[config.mk]
export PLATFORM = sky130hd
export DESIGN_NAME = selective_repeat_arq_controller
export DESIGN_NICKNAME = d
export VERILOG_FILES = /design/src/hw/rtl/srarq_pkg.sv /design/src/hw/rtl/selective_repeat_arq_controller.sv /design/src/hw/rtl/srarq_front.sv /design/src/hw/rtl/srarq_back.sv
export SDC_FILE = /design/constraint.sdc
export NUM_CORES = 1
export LEC_CHECK = 0
export BUFFER_PORTS_ARGS = -buffer_cell sky130_fd_sc_hd__buf_4
export CAP_MARGIN = 5
export CELL_PAD_IN_SITES_DETAIL_PLACEMENT = 1
export CELL_PAD_IN_SITES_GLOBAL_PLACEMENT = 2
export CORE_MARGIN = 2
export CORE_UTILIZATION = 39
export DETAILED_ROUTE_END_ITERATION = 16
export PLACE_DENSITY = 0.83
export SLEW_MARGIN = 10
export SYNTH_ARGS = -nofsm -noshare
export SYNTH_HDL_FRONTEND = slang
export SYNTH_SLANG_ARGS = --single-unit
[constraint.sdc]
create_clock -name clk -period 3.9 [get_ports clk]
set_input_delay 0.975 -clock clk [delete_from_list [all_inputs] [get_ports clk]]
set_output_delay 0.975 -clock clk [all_outputs]
set_load 0.005 [all_outputs]
[src/hw/rtl/srarq_pkg.sv]
// ----------------------------------------------------------------------------
// srarq_pkg
// Shared types and codes for the selective-repeat ARQ controller.
// ----------------------------------------------------------------------------
package srarq_pkg;
    // largest sequence number; windows are (SEQ_MAX + 1) / 2 slots
    localparam int SEQ_MAX = 31;

    localparam logic [2:0] OP_NET   = 3'd0;
    localparam logic [2:0] OP_LINK  = 3'd1;
    localparam logic [2:0] OP_FRAME = 3'd2;
    localparam logic [2:0] OP_ATO   = 3'd3;
    localparam logic [2:0] OP_DTO   = 3'd4;

    localparam logic [2:0] ACT_STATUS = 3'd0;
    localparam logic [2:0] ACT_DATA   = 3'd1;
    localparam logic [2:0] ACT_NAK    = 3'd2;
    localparam logic [2:0] ACT_ACK    = 3'd3;
    localparam logic [2:0] ACT_DELIV  = 3'd4;
    localparam logic [2:0] ACT_STOP   = 3'd5;
    localparam logic [2:0] ACT_START  = 3'd6;

    localparam logic [1:0] KIND_DATA = 2'd0;
    localparam logic [1:0] KIND_NAK  = 2'd1;

    localparam logic [0:0] CFG_ACK  = 1'b0;
    localparam logic [0:0] CFG_DATA = 1'b1;

    typedef struct packed {
        logic [2:0] opcode;
        logic       crc_ok;
        logic [8:0] frame_len;
        logic [1:0] frm_type;
        logic [4:0] frame_seq;
        logic [4:0] frame_ack;
    } ev_t;
endpackage

[src/hw/rtl/selective_repeat_arq_controller.sv]
// ----------------------------------------------------------------------------
// selective_repeat_arq_controller
// Selective-repeat ARQ send/receive window controller.
// ----------------------------------------------------------------------------
// Usage:
//   s_axis carries one event per transfer (opcode and received-frame fields).
//   m_axis returns the actions caused by it, in order, tlast on the status
//   item that always ends an event. cfg_we/cfg_index/cfg_data set the ack and
//   data timer loads; the user must write them only while the block is idle,
//   since the block itself does not enforce this. An event passes through
//   the event queue and the event register before its items reach the
//   output register. The sequencer emits at most one item a cycle while
//   m_axis is not stalled; an accepted data frame yields at most 35 items
//   (sixteen deliveries and sixteen timer stops).
//   A two-entry event queue lets s_axis accept while the sequencer works.
//   A stalled m_axis holds the sequencer; the queue then fills and tready
//   drops. Reset clears windows, marks and flags; stored lengths are not
//   cleared and are read only after being written.
// ----------------------------------------------------------------------------
module selective_repeat_arq_controller
#(
    parameter int PACKET_BYTES = 256
)
(
    input  logic        clk,
    input  logic        rst_n,
    input  logic        cfg_we,
    input  logic        cfg_index,
    input  logic [15:0] cfg_data,
    input  logic        s_axis_tvalid,
    output logic        s_axis_tready,
    // opcode[2:0], crc_ok[3], frame_len[12:4], frame_type[14:13],
    // frame_seq[19:15], frame_ack[24:20]
    input  logic [31:0] s_axis_tdata,
    output logic        m_axis_tvalid,
    input  logic        m_axis_tready,
    // action[2:0], out_seq[7:3], out_ack[12:8], slot[16:13],
    // payload_len[25:17], timer_load[41:26], network_enable[42]
    output logic [47:0] m_axis_tdata,
    output logic        m_axis_tlast
);
    srarq_pkg::ev_t in_ev, q_ev;
    logic q_valid, q_pop;

    assign in_ev.opcode    = s_axis_tdata[2:0];
    assign in_ev.crc_ok    = s_axis_tdata[3];
    assign in_ev.frame_len = s_axis_tdata[12:4];
    assign in_ev.frm_type  = s_axis_tdata[14:13];
    assign in_ev.frame_seq = s_axis_tdata[19:15];
    assign in_ev.frame_ack = s_axis_tdata[24:20];

    srarq_front u_front (
        .clk, .rst_n, .in_valid(s_axis_tvalid), .in_ready(s_axis_tready),
        .in_ev, .q_valid, .q_pop, .q_ev
    );

    srarq_back #(.PACKET_BYTES(PACKET_BYTES)) u_back (
        .clk, .rst_n, .cfg_we, .cfg_index, .cfg_data, .q_valid, .q_pop, .q_ev,
        .o_valid(m_axis_tvalid), .o_ready(m_axis_tready), .o_data(m_axis_tdata),
        .o_last(m_axis_tlast)
    );
endmodule

[src/hw/rtl/srarq_front.sv]
// ----------------------------------------------------------------------------
// srarq_front
// Accepts events and holds them in a two-entry queue for the sequencer.
// ----------------------------------------------------------------------------
module srarq_front
(
    input  logic            clk,
    input  logic            rst_n,
    input  logic            in_valid,
    output logic            in_ready,
    input  srarq_pkg::ev_t  in_ev,
    output logic            q_valid,
    input  logic            q_pop,
    output srarq_pkg::ev_t  q_ev
);
    srarq_pkg::ev_t ent_reg [2];
    logic [1:0] cnt_reg, cnt_next;
    logic       rd_reg, wr_reg;

    assign in_ready = (cnt_reg != 2'd2);
    assign q_valid  = (cnt_reg != 2'd0);
    assign q_ev     = ent_reg[rd_reg];

    always_comb
    begin
        cnt_next = cnt_reg + {1'b0, in_valid & in_ready} - {1'b0, q_pop & q_valid};
    end

    always_ff @(posedge clk or negedge rst_n)
    begin
        if (!rst_n)
        begin
            cnt_reg <= '0;
            rd_reg  <= 1'b0;
            wr_reg  <= 1'b0;
        end
        else
        begin
            cnt_reg <= cnt_next;
            if (in_valid && in_ready)
                wr_reg <= ~wr_reg;
            if (q_pop && q_valid)
                rd_reg <= ~rd_reg;
        end
    end

    always_ff @(posedge clk)
    begin
        if (in_valid && in_ready)
            ent_reg[wr_reg] <= in_ev;
    end
endmodule

[src/hw/rtl/srarq_back.sv]
// ----------------------------------------------------------------------------
// srarq_back
// Sequencer that carries out one event, emitting at most one result item a cycle while its output is not stalled.
// ----------------------------------------------------------------------------
module srarq_back
#(
    parameter int PACKET_BYTES = 256
)
(
    input  logic            clk,
    input  logic            rst_n,
    input  logic            cfg_we,
    input  logic            cfg_index,
    input  logic [15:0]     cfg_data,
    input  logic            q_valid,
    output logic            q_pop,
    input  srarq_pkg::ev_t  q_ev,
    output logic            o_valid,
    input  logic            o_ready,
    output logic [47:0]     o_data,
    output logic            o_last
);
    localparam int SW = $clog2(srarq_pkg::SEQ_MAX + 1);
    localparam int NS = (srarq_pkg::SEQ_MAX + 1) / 2;
    localparam int LW = $clog2(NS);
    localparam int CW = $clog2(NS + 1);
    localparam logic [SW-1:0] SMAX = SW'(srarq_pkg::SEQ_MAX);
    localparam logic [8:0] PB = 9'((PACKET_BYTES > 511) ? 511 : PACKET_BYTES);

    typedef enum logic [6:0] {
        S_IDLE  = 7'b0000001,
        S_HEAD  = 7'b0000010,
        S_DELIV = 7'b0000100,
        S_START = 7'b0001000,
        S_NAKD  = 7'b0010000,
        S_STOP  = 7'b0100000,
        S_STAT  = 7'b1000000
    } st_t;

    st_t st_reg;
    srarq_pkg::ev_t ev_reg;
    logic [15:0] ato_reg, dto_reg;
    logic [SW-1:0] sle_reg, nss_reg, rex_reg, rue_reg;
    logic [CW-1:0] oc_reg;
    logic [NS-1:0] mark_reg;
    logic [8:0] len_reg [NS];
    logic nak_reg, link_reg;
    logic [CW-1:0] dcnt_reg;

    logic ov_reg;
    logic [2:0] oa_reg;
    logic [4:0] os_reg, ok_reg;
    logic [3:0] osl_reg;
    logic [8:0] opl_reg;
    logic [15:0] ot_reg;
    logic one_reg, olast_reg;

    function automatic logic [SW-1:0] nx(input logic [SW-1:0] k);
        return (k < SMAX) ? k + 1'b1 : '0;
    endfunction
    function automatic logic inw(input logic [SW-1:0] a, b, c);
        return ((a <= b) && (b < c)) || ((c < a) && (a <= b)) || ((b < c) && (c < a));
    endfunction

    logic [SW-1:0] ackf, nakseq;
    logic bad, ofree;
    logic [LW-1:0] rs, ss;
    assign ackf   = (rex_reg == '0) ? SMAX : rex_reg - 1'b1;
    assign nakseq = (ev_reg.frame_ack[SW-1:0] == SMAX) ? '0 : ev_reg.frame_ack[SW-1:0] + 1'b1;
    assign bad    = (ev_reg.frame_len < 9'd5) || !ev_reg.crc_ok;
    assign ofree  = !ov_reg || o_ready;
    assign rs     = rex_reg[LW-1:0];
    assign ss     = sle_reg[LW-1:0];

    assign q_pop   = (st_reg == S_IDLE);
    assign o_valid = ov_reg;
    assign o_last  = olast_reg;
    assign o_data  = {5'd0, one_reg, ot_reg, opl_reg, osl_reg, ok_reg, os_reg, oa_reg};

    logic stopc;
    assign stopc = inw(sle_reg, ev_reg.frame_ack[SW-1:0], nss_reg) && (oc_reg != '0);

    // the state emits an item this cycle (when the output register is free)
    logic fire;
    always_comb
    begin
        fire = 1'b0;
        case (st_reg)
            S_HEAD:
                case (ev_reg.opcode)
                    srarq_pkg::OP_NET:   fire = (oc_reg < CW'(NS));
                    srarq_pkg::OP_ATO,
                    srarq_pkg::OP_DTO:   fire = 1'b1;
                    srarq_pkg::OP_FRAME:
                        fire = bad ? nak_reg
                                   : (ev_reg.frm_type == srarq_pkg::KIND_DATA);
                    default:             fire = 1'b0;
                endcase
            S_DELIV:        fire = mark_reg[rs] && (dcnt_reg < CW'(NS));
            S_START, S_STAT: fire = 1'b1;
            S_NAKD:
                fire = (ev_reg.frm_type == srarq_pkg::KIND_NAK)
                       && inw(sle_reg, nakseq, nss_reg);
            S_STOP:         fire = stopc;
            default:        fire = 1'b0;
        endcase
    end

    task automatic emit(input logic [2:0] a, input logic [SW-1:0] s, input logic ak,
                        input logic [3:0] sl, input logic [8:0] pl, input logic [15:0] t);
        oa_reg <= a; os_reg <= 5'(s);
        ok_reg <= ak ? 5'(ackf) : 5'd0; osl_reg <= sl; opl_reg <= pl; ot_reg <= t;
        one_reg <= (a == srarq_pkg::ACT_STATUS) && (oc_reg < CW'(NS)) && link_reg;
        olast_reg <= (a == srarq_pkg::ACT_STATUS);
    endtask

    logic [8:0] pl;
    logic [LW-1:0] fs;
    always_comb
    begin
        pl = (ev_reg.frame_len > 9'd7) ? ev_reg.frame_len - 9'd7 : 9'd0;
        if (pl > PB)
            pl = PB;
        fs = ev_reg.frame_seq[LW-1:0];
    end

    always_ff @(posedge clk)
    begin
        if (st_reg == S_HEAD && ofree && ev_reg.opcode == srarq_pkg::OP_FRAME && !bad
            && ev_reg.frm_type == srarq_pkg::KIND_DATA
            && inw(rex_reg, ev_reg.frame_seq[SW-1:0], rue_reg) && !mark_reg[fs])
            len_reg[fs] <= pl;
    end

    always_ff @(posedge clk or negedge rst_n)
    begin
        if (!rst_n)
        begin
            st_reg <= S_IDLE; ato_reg <= 16'd1000; dto_reg <= 16'd3000;
            sle_reg <= '0; nss_reg <= '0; rex_reg <= '0; rue_reg <= SW'(NS);
            oc_reg <= '0; mark_reg <= '0; nak_reg <= 1'b1; link_reg <= 1'b0;
            dcnt_reg <= '0; ov_reg <= 1'b0; ev_reg <= '0;
            oa_reg <= '0; os_reg <= '0; ok_reg <= '0; osl_reg <= '0; opl_reg <= '0;
            ot_reg <= '0; one_reg <= 1'b0; olast_reg <= 1'b0;
        end
        else
        begin
            if (cfg_we)
            begin
                if (cfg_index == srarq_pkg::CFG_ACK) ato_reg <= cfg_data;
                else dto_reg <= cfg_data;
            end
            if (ofree)
                ov_reg <= fire;
            case (st_reg)
                S_IDLE:
                    if (q_valid)
                    begin
                        ev_reg <= q_ev;
                        st_reg <= S_HEAD;
                    end
                S_HEAD:
                    if (ofree)
                    begin
                        case (ev_reg.opcode)
                            srarq_pkg::OP_NET:
                            begin
                                st_reg <= S_STAT;
                                if (oc_reg < CW'(NS))
                                begin
                                    oc_reg <= oc_reg + 1'b1;
                                    link_reg <= 1'b0;
                                    emit(srarq_pkg::ACT_DATA, nss_reg, 1'b1,
                                         4'(nss_reg[LW-1:0]), 9'd0, dto_reg);
                                    nss_reg <= nx(nss_reg);
                                end
                            end
                            srarq_pkg::OP_LINK:
                            begin
                                st_reg <= S_STAT;
                                link_reg <= 1'b1;
                            end
                            srarq_pkg::OP_ATO:
                            begin
                                st_reg <= S_STAT;
                                link_reg <= 1'b0;
                                emit(srarq_pkg::ACT_ACK, '0, 1'b1, 4'd0, 9'd0, 16'd0);
                            end
                            srarq_pkg::OP_DTO:
                            begin
                                st_reg <= S_STAT;
                                link_reg <= 1'b0;
                                emit(srarq_pkg::ACT_DATA, sle_reg, 1'b1, 4'(ss), 9'd0,
                                     dto_reg);
                            end
                            srarq_pkg::OP_FRAME:
                                if (bad)
                                begin
                                    st_reg <= S_STAT;
                                    if (nak_reg)
                                    begin
                                        nak_reg <= 1'b0; link_reg <= 1'b0;
                                        emit(srarq_pkg::ACT_NAK, '0, 1'b1, 4'd0, 9'd0,
                                             16'd0);
                                    end
                                end
                                else if (ev_reg.frm_type == srarq_pkg::KIND_DATA)
                                begin
                                    if (ev_reg.frame_seq[SW-1:0] != rex_reg && nak_reg)
                                    begin
                                        nak_reg <= 1'b0; link_reg <= 1'b0;
                                        emit(srarq_pkg::ACT_NAK, '0, 1'b1, 4'd0,
                                             9'd0, 16'd0);
                                    end
                                    else
                                        emit(srarq_pkg::ACT_START, '0, 1'b0, 4'd0,
                                             9'd0, ato_reg);
                                    dcnt_reg <= '0;
                                    if (inw(rex_reg, ev_reg.frame_seq[SW-1:0], rue_reg)
                                        && !mark_reg[fs])
                                    begin
                                        mark_reg[fs] <= 1'b1;
                                        st_reg <= S_DELIV;
                                    end
                                    else
                                        st_reg <= S_NAKD;
                                end
                                else
                                    st_reg <= S_NAKD;
                            default: st_reg <= S_STAT;
                        endcase
                    end
                S_DELIV:
                    if (ofree)
                    begin
                        if (mark_reg[rs] && dcnt_reg < CW'(NS))
                        begin
                            emit(srarq_pkg::ACT_DELIV, rex_reg, 1'b0, 4'(rs),
                                 len_reg[rs], 16'd0);
                            nak_reg <= 1'b1; mark_reg[rs] <= 1'b0;
                            rex_reg <= nx(rex_reg); rue_reg <= nx(rue_reg);
                            dcnt_reg <= dcnt_reg + 1'b1;
                        end
                        else
                            st_reg <= (dcnt_reg != '0) ? S_START : S_NAKD;
                    end
                S_START:
                    if (ofree)
                    begin
                        emit(srarq_pkg::ACT_START, '0, 1'b0, 4'd0, 9'd0, ato_reg);
                        st_reg <= S_NAKD;
                    end
                S_NAKD:
                    if (ofree)
                    begin
                        if (ev_reg.frm_type == srarq_pkg::KIND_NAK
                            && inw(sle_reg, nakseq, nss_reg))
                        begin
                            link_reg <= 1'b0;
                            emit(srarq_pkg::ACT_DATA, nakseq, 1'b1, 4'(nakseq[LW-1:0]),
                                 9'd0, dto_reg);
                        end
                        st_reg <= S_STOP;
                    end
                S_STOP:
                    if (ofree)
                    begin
                        if (stopc)
                        begin
                            oc_reg <= oc_reg - 1'b1;
                            emit(srarq_pkg::ACT_STOP, sle_reg, 1'b0, 4'(ss), 9'd0, 16'd0);
                            sle_reg <= nx(sle_reg);
                        end
                        else
                            st_reg <= S_STAT;
                    end
                S_STAT:
                    if (ofree)
                    begin
                        emit(srarq_pkg::ACT_STATUS, '0, 1'b0, 4'd0, 9'd0, 16'd0);
                        st_reg <= S_IDLE;
                    end
                default: st_reg <= S_IDLE;
            endcase
        end
    end
endmodule

# --- After elaboration in Yosys (flattened, before gate mapping) ---
# Memories as Yosys holds them, arrays and structs flattened. A register that Yosys moved wholly into a read port is not among the register bits.
# Cells that the tools add are included.
totals:
  latch_bits: 0
  regBits: 136
  mem_bits_ro: 0
  mem_count: 2
  word_cells: 352
  inputBits: 54
  ramBits: 194
  output_inout_bits: 51
op_classes:
  n_lt_le_gt_ge: 21
  n_mux: 175
  reduce_logical: 67
  div_mod_pow: 0
  n_addsub: 12
  bitwise_logic: 8
  eq_ne: 43
  mul: 0
  shifts: 0
mem_list:
  columns: ["name", "words", "width", "rd", "rd_ports_with_merged_regs", "wr", "line_no", "text"]
  rows:
  - ["u_back.len_reg", 16, 9, 1, 0, 1, "srarq_back.sv:46", "logic [8:0] len_reg [NS];"]
  - ["u_front.ent_reg", 2, 25, 1, 1, 1, "srarq_front.sv:16", "srarq_pkg::ev_t ent_reg [2];"]
op_table:
  columns: ["operator", "count"]
  rows:
  - ["$mux W16", 21]
  - ["$mux W5", 43]
  - ["$mux W9", 14]
  - ["$pmux W16 S6", 1]
  - ["$mux W7", 11]
  - ["$pmux W16 S4", 1]
  - ["$pmux W5 S5", 2]
  - ["$pmux W7 S7", 1]
  - ["$mux W4", 12]
  - ["$pmux W9 S5", 1]
  - ["$mux W3", 14]
  - ["$add A5 B1 Y5 const B", 7]
  - ["$mux W1", 32]
  - ["$pmux W16 S2", 1]
  - ["$lt A5 B5 Y1 const B", 6]
  - ["$reduce_and A14 Y1", 2]
  - ["$pmux W9 S3", 1]
  - ["$reduce_and A13 Y1", 2]
  - ["$logic_and A1 B1 Y1", 25]
  - ["$lt A5 B5 Y1", 5]
  - ["$ne A2 B1 Y1 const B", 11]
  - ["$pmux W4 S5", 1]
  - ["$pmux W5 S2", 2]
  - ["$pmux W5 S4", 1]
  - ["61 further kinds", 109]

# --- Depth between registers and ports, before layout ---
depth:
  word_depth: 11
  depth_mapped: 15
  mapped_depth_nobuf: 13

# --- By module ---
# From an unflattened synthesis, not the netlist that was laid out.
hier_totals:
  hier_cells: 1219
  hier_area_um2: 16676.0
modules_own_cells:
  columns: ["module", "n_inst", "cells_per_inst", "area_each_um2", "seq_area_each_um2"]
  rows:
  - ["srarq_back", 1, 1119, 14650.3, 8172.8]
  - ["srarq_front", 1, 100, 2025.7, 1601.5]

# --- Least setup slack after synthesis ---
# No wires, ideal clock.
synth_timing:
  kind: "register to register"
  startpoint: "register u_back.rex_reg[1]"
  endpoint: "memory u_back.len_reg[0][0], enable pin"
  path_stages_with_launch: 11
  required_time_ps: 3501
  setup_time_ps: 399
  setup_slack_ps: 223
  n_path_buf: 3
  arrival_time_ps: 3278
  synth_period_minus_slack_ps: 3677
  cell_sequence: "dfrtp_1 buf_2 buf_1 inv_1 ha_1 a211oi_1 o31ai_1 o211ai_1 nand3_1 clkbuf_1 nor4_1"
synth_between:
  elab_chain_cells: 8
  elab_cells_between_ends: 11
  cone_classes: "order compare: 2; mux: 2; reduce/logical: 7"
synth_rtl:
  columns: ["element", "line_no", "text"]
  rows:
  - ["start, declared", "srarq_back.sv:43", "logic [SW-1:0] sle_reg, nss_reg, rex_reg, rue_reg;"]
  - ["start signal, assigned", "srarq_back.sv:241", "rex_reg <= nx(rex_reg); rue_reg <= nx(rue_reg);"]
  - ["$le A5 B5 Y1 or $lt A5 B5 Y1 (tied branches)", "srarq_back.sv:62", "return ((a <= b) && (b < c)) || ((c < a) && (a <= b)) || ((b < c) && (c < a));"]
  - ["$logic_and A1 B1 Y1", "srarq_back.sv:62", null]
  - ["$logic_or A1 B1 Y1", "srarq_back.sv:62", null]
  - ["$logic_or A1 B1 Y1 (*)", "srarq_back.sv:62", null]
  - ["$logic_and A1 B1 Y1 (*) (2 in a row)", "srarq_back.sv:131", "&& inw(rex_reg, ev_reg.frame_seq[SW-1:0], rue_reg) && !mark_reg[fs])"]
  - ["$mux W1 (*)", "srarq_back.sv:129", "if (st_reg == S_HEAD && ofree && ev_reg.opcode == srarq_pkg::OP_FRAME && !bad"]
  - ["$mux W1 (not written as such) (*)", "srarq_back.sv:132", "len_reg[fs] <= pl;"]
  - ["end, declared", "srarq_back.sv:46", null]
# Mark *: on every way between the ends. The rest lies on a longest branch, timed or not.

# --- Final worst setup path ---
layout_timing:
  startpoint: "register u_back.ev_reg[1] (netlist bit)"
  endpoint: "register u_back.ot_reg[4]"
layout_between:
  elab_chain_cells: 9
  elab_cells_between_ends: 22
  cone_classes: "add/sub: 1; order compare: 4; eq/ne: 3; mux: 1; reduce/logical: 13"
layout_rtl:
  columns: ["element", "line_no", "text"]
  rows:
  - ["start, declared", "srarq_back.sv:41", "srarq_pkg::ev_t ev_reg;"]
  - ["start signal, assigned", "srarq_back.sv:159", "ev_reg <= q_ev;"]
  - ["$add A5 B1 Y5 or $eq A5 B5 Y1 (tied branches)", "srarq_back.sv:69", "assign nakseq = (ev_reg.frame_ack[SW-1:0] == SMAX) ? '0 : ev_reg.frame_ack[SW-1:0] + 1'b1;"]
  - ["$mux W5", "srarq_back.sv:69", null]
  - ["$le A5 B5 Y1 or $lt A5 B5 Y1 (tied branches)", "srarq_back.sv:62", null]
  - ["$logic_and A1 B1 Y1", "srarq_back.sv:62", null]
  - ["$logic_or A1 B1 Y1 (2 in a row)", "srarq_back.sv:62", null]
  - ["$logic_and A1 B1 Y1", "srarq_back.sv:257", "&& inw(sle_reg, nakseq, nss_reg))"]
  - ["$ne A2 B1 Y1 (no source line)", null, null]
  - ["$reduce_and A14 Y1 (no source line) (*)", null, null]
  - ["end signal, assigned", "srarq_back.sv:144", "ot_reg <= '0; one_reg <= 1'b0; olast_reg <= 1'b0;"]
  - ["end, declared", "srarq_back.sv:55", "logic [15:0] ot_reg;"]
# Marked as above.
# A chain may end at the register's enable or synchronous reset.

==> impl_metrics.py <==
metrics = {
    "critical_path": {
        "crit_slowest_cell": "dfrtp_1",
        "crit_fanout": 20,
        "critPathLaunchType": "register",
        "cp.arrival_ns": 4.13,
        "path_cells": "ha_1, and3_1, ha_1, nor2_1, inv_1, ha_1, and3_1, o21ai_0, a32o_1, maj3_1, a31o_2, and4_4, buf_12, mux2_4",
        "cpMostUsedCell": "ha_1",
        "crit_family": "adder cells",
        "endpoint_kind": "register",
        "crit_type": "reg -> reg",
        "cp.required_ns": 4.34,
        "path_buf_inv": 2,
        "slowest_delay_ns": 0.43,
    },
    "timing": {
        "timing.fmax_mhz": 270,
        "skew_ns": 0.0129,
        "setup_violations": 0,
        "tns_ns": 0,
        "tightest_slew_ns": 1.15,
        "relSlewSlack": 0.235,
        "drv_slew": 0,
        "period_minus_slack_ns": 3.70,
        "hold_violations": 0,
        "rsz0062_at_grt": "false",
        "fin_crit_sh": 0.948,
    },
    "finish": {
        "final_nets": 1417,
        "regArea_um2": 9780,
        "drive_gt1_frac": 0.271,
        "area_growth_pct": 17.3,
        "design_area_um2": 19200,
        "multi_input_area_um2": 6090,
        "fillers": 4185,
        "final_util": 0.461,
        "largest_reg_flops": 144,
        "n_antenna_cell": 0,
    },
    "logic_synthesis": {
        "synthTopCellsByArea": "edfxtp_1 36%, dfrtp_1 22%, mux4_2 7.4%",
        "ys_async_sr_fraction": 0.447,
        "ys_types": 77,
        "yosysMostFrequentCell": "edfxtp_1",
        "ys_warn_count": 0,
        "syn_area_per_cell_um2": 13.8,
        "yosys.area.top_type": "edfxtp_1",
        "synth_edf_count": 194,
        "ys_ff_latch": 351,
        "synth.top_cell.area_share": 0.355,
        "synth_flop_cell": "edfxtp_1",
        "synth_commonest_cells": "194 x edfxtp_1, 141 x dfrtp_1, 70 x nor2_1",
        "synth_area_um2": 16400,
        "ys_seq_area_frac": 0.596,
        "syn_inst": 1184,
    },
    "placed_design": {
        "dpl.hpwl_um": 27400,
        "io_buffer_count": 92,
        "placed_cell_area_um2": 17800,
        "place.gp.congestion": 0.845,
    },
    "grt": {
        "overflow": 0,
        "grt_max_degree": 56,
        "grt_util_all_layers": 0.184,
        "antenna_found_initial": 0,
        "grt_pass1_vias": 10900,
        "grt_pass1_wl_um": 62700,
    },
    "die": {
        "num_rows": 75,
        "die_y_um": 209,
        "dieWidth_um": 209,
        "ios": 105,
        "core_um2": 41800,
        "initial_core_util": 0.393,
        "dieArea_um2": 43700,
    },
    "outcome": {
        "status": "finished clean",
    },
    "flow_run": {
        "drv_cap": 0,
    },
    "cts": {
        "clk_pin_slew_ns": 0.06,
        "ctsResizeCount": 0,
        "max-clock-path-buffers": 3,
        "clk_latency_ns": 0.56,
        "root_buffer": "clkbuf_16",
        "clock-sinks": 351,
        "holdBufCountCts": 0,
        "cts-buffers-inserted": 40,
        "cts_tree": "built",
        "h-tree-depth": 2,
    },
    "pwr": {
        "power_leakage_uw": 0.00753,
        "power.density_nw_per_um2": 672,
        "peakVddDrop_uv": 380,
    },
    "drt": {
        "drt_iter0_markers": 624,
        "ant_nets": 0,
        "wire_per_inst_um": 20.9,
        "vias_per_cell": 5.45,
        "drc_errors": 0,
        "vias": 10200,
        "drt-total-wl_um": 39300,
        "dr.pass1.iters": 5,
    },
    "min_path": {
        "hold_class": "in -> async",
    },
}
[where the power goes]
group / total, µW / switching (µW) / leakage (µW) / internal (µW)
clock network: 3830 / 1500 / 0.000667 / 2320
registers: 5290 / 500 / 0.00367 / 4790
logic: 3810 / 2120 / 0.00319 / 1690
total: 12900 / 4120 / 0.00753 / 8810
[metal layers]
layer  vias up  global-route usage  part of all wire
met5         -                   0                 0
met3        63              0.0332             0.044
li1       4709                   -                 -
met2       206               0.299              0.47
met4         0              0.0542             0.022
met1      5263               0.252              0.46
[final timing paths]
check                                              start                             to  slack (ns)  cells past startpoint
setup reg to reg            u_back.ev_reg[1]$_DFFE_PN0P_   u_back.ot_reg[4]$_DFFE_PN0P_        0.20                     14
max in group asynchronous                          rst_n  u_back.dto_reg[8]$_DFFE_PN1P_        2.64                      2
hold reg to reg            u_back.dto_reg[6]$_DFFE_PN0P_  u_back.dto_reg[6]$_DFFE_PN0P_        0.51                      1
hold / removal                                     rst_n  u_back.opl_reg[2]$_DFFE_PN0P_        0.37                      1
min in group clk           u_back.dto_reg[6]$_DFFE_PN0P_  u_back.dto_reg[6]$_DFFE_PN0P_        0.51                      1
setup / recovery            u_back.ev_reg[1]$_DFFE_PN0P_   u_back.ot_reg[4]$_DFFE_PN0P_        0.20                     14
[logic make-up (layout without fill, tap and decap cells)]
group	Yosys count	count (layout)	synth area share
other	1	5	0.000229
adders and majority gates	55	55	0.0421
muxes	162	162	0.152
and+or+nand+nor	271	271	0.0825
AOI/OAI and AO/OA	195	195	0.0778
buffers and inverters	124	277	0.0356
DFF	351	351	0.596
xor gates and xnor gates	25	25	0.0134
[through the flow]
step | cells | hold WS (ns) | total power (µW) | setup WS [ns]
floorplan | 1188 | 0.448 | 7820 | 0.223
global placement | 1802 | 0.482 | 8960 | 0.223
detailed placement | 1802 | 0.494 | 9160 | 0.168
CTS | 1875 | 0.377 | 13100 | 0.154
global route | 1880 | 0.403 | 13700 | 0.0310
finish | 1880 | 0.372 | 12900 | 0.203
[cells in the final DEF (no fill, tap or decap), drive strengths merged, types with 3 or more instances in the layout]
master   Yosys  layout
o21a         4       4
clkinv       1       5
nor2        70      70
mux2i       40      40
dfstp       16      16
buf         32     145
nand2b      15      15
conb         1       5
a31oi        5       5
ha          52      52
o41ai        3       3
a222oi       5       5
dfrtp      141     141
nand2       61      61
inv         58      60
and3         9       9
a21o         7       7
xnor2       21      21
a2bb2oi      4       4
nand3       26      26
clkbuf      33      65
or2          4       4
o21ai       54      54
or3          6       6
xor2         4       4
or4          5       5
nand4       12      12
mux2        68      68
edfxtp     194     194
a211oi       4       4
nor2b       12      12
o31ai       10      10
mux4        54      54
a22o        16      16
o211ai       4       4
nor3        29      29
o22ai        4       4
nor4        12      12
a21oi       57      57
[area by class of cell]
type	count	share of cell area
Sequential cell	351	0.508
Clock buffer	65	0.0649
Tap cell	539	0.0351
Inverter	59	0.0115
Multi-Input combinational cell	713	0.316
Clock inverter	8	0.00566
Timing Repair Buffer	145	0.0581
[repair_timing]
action | in CTS | in global routing
hold endpoints to repair | 0 | 0
setup endpoints to repair | 0 | 11
setup buffers | 0 | 5
Power figures use the tool's default switching activity.
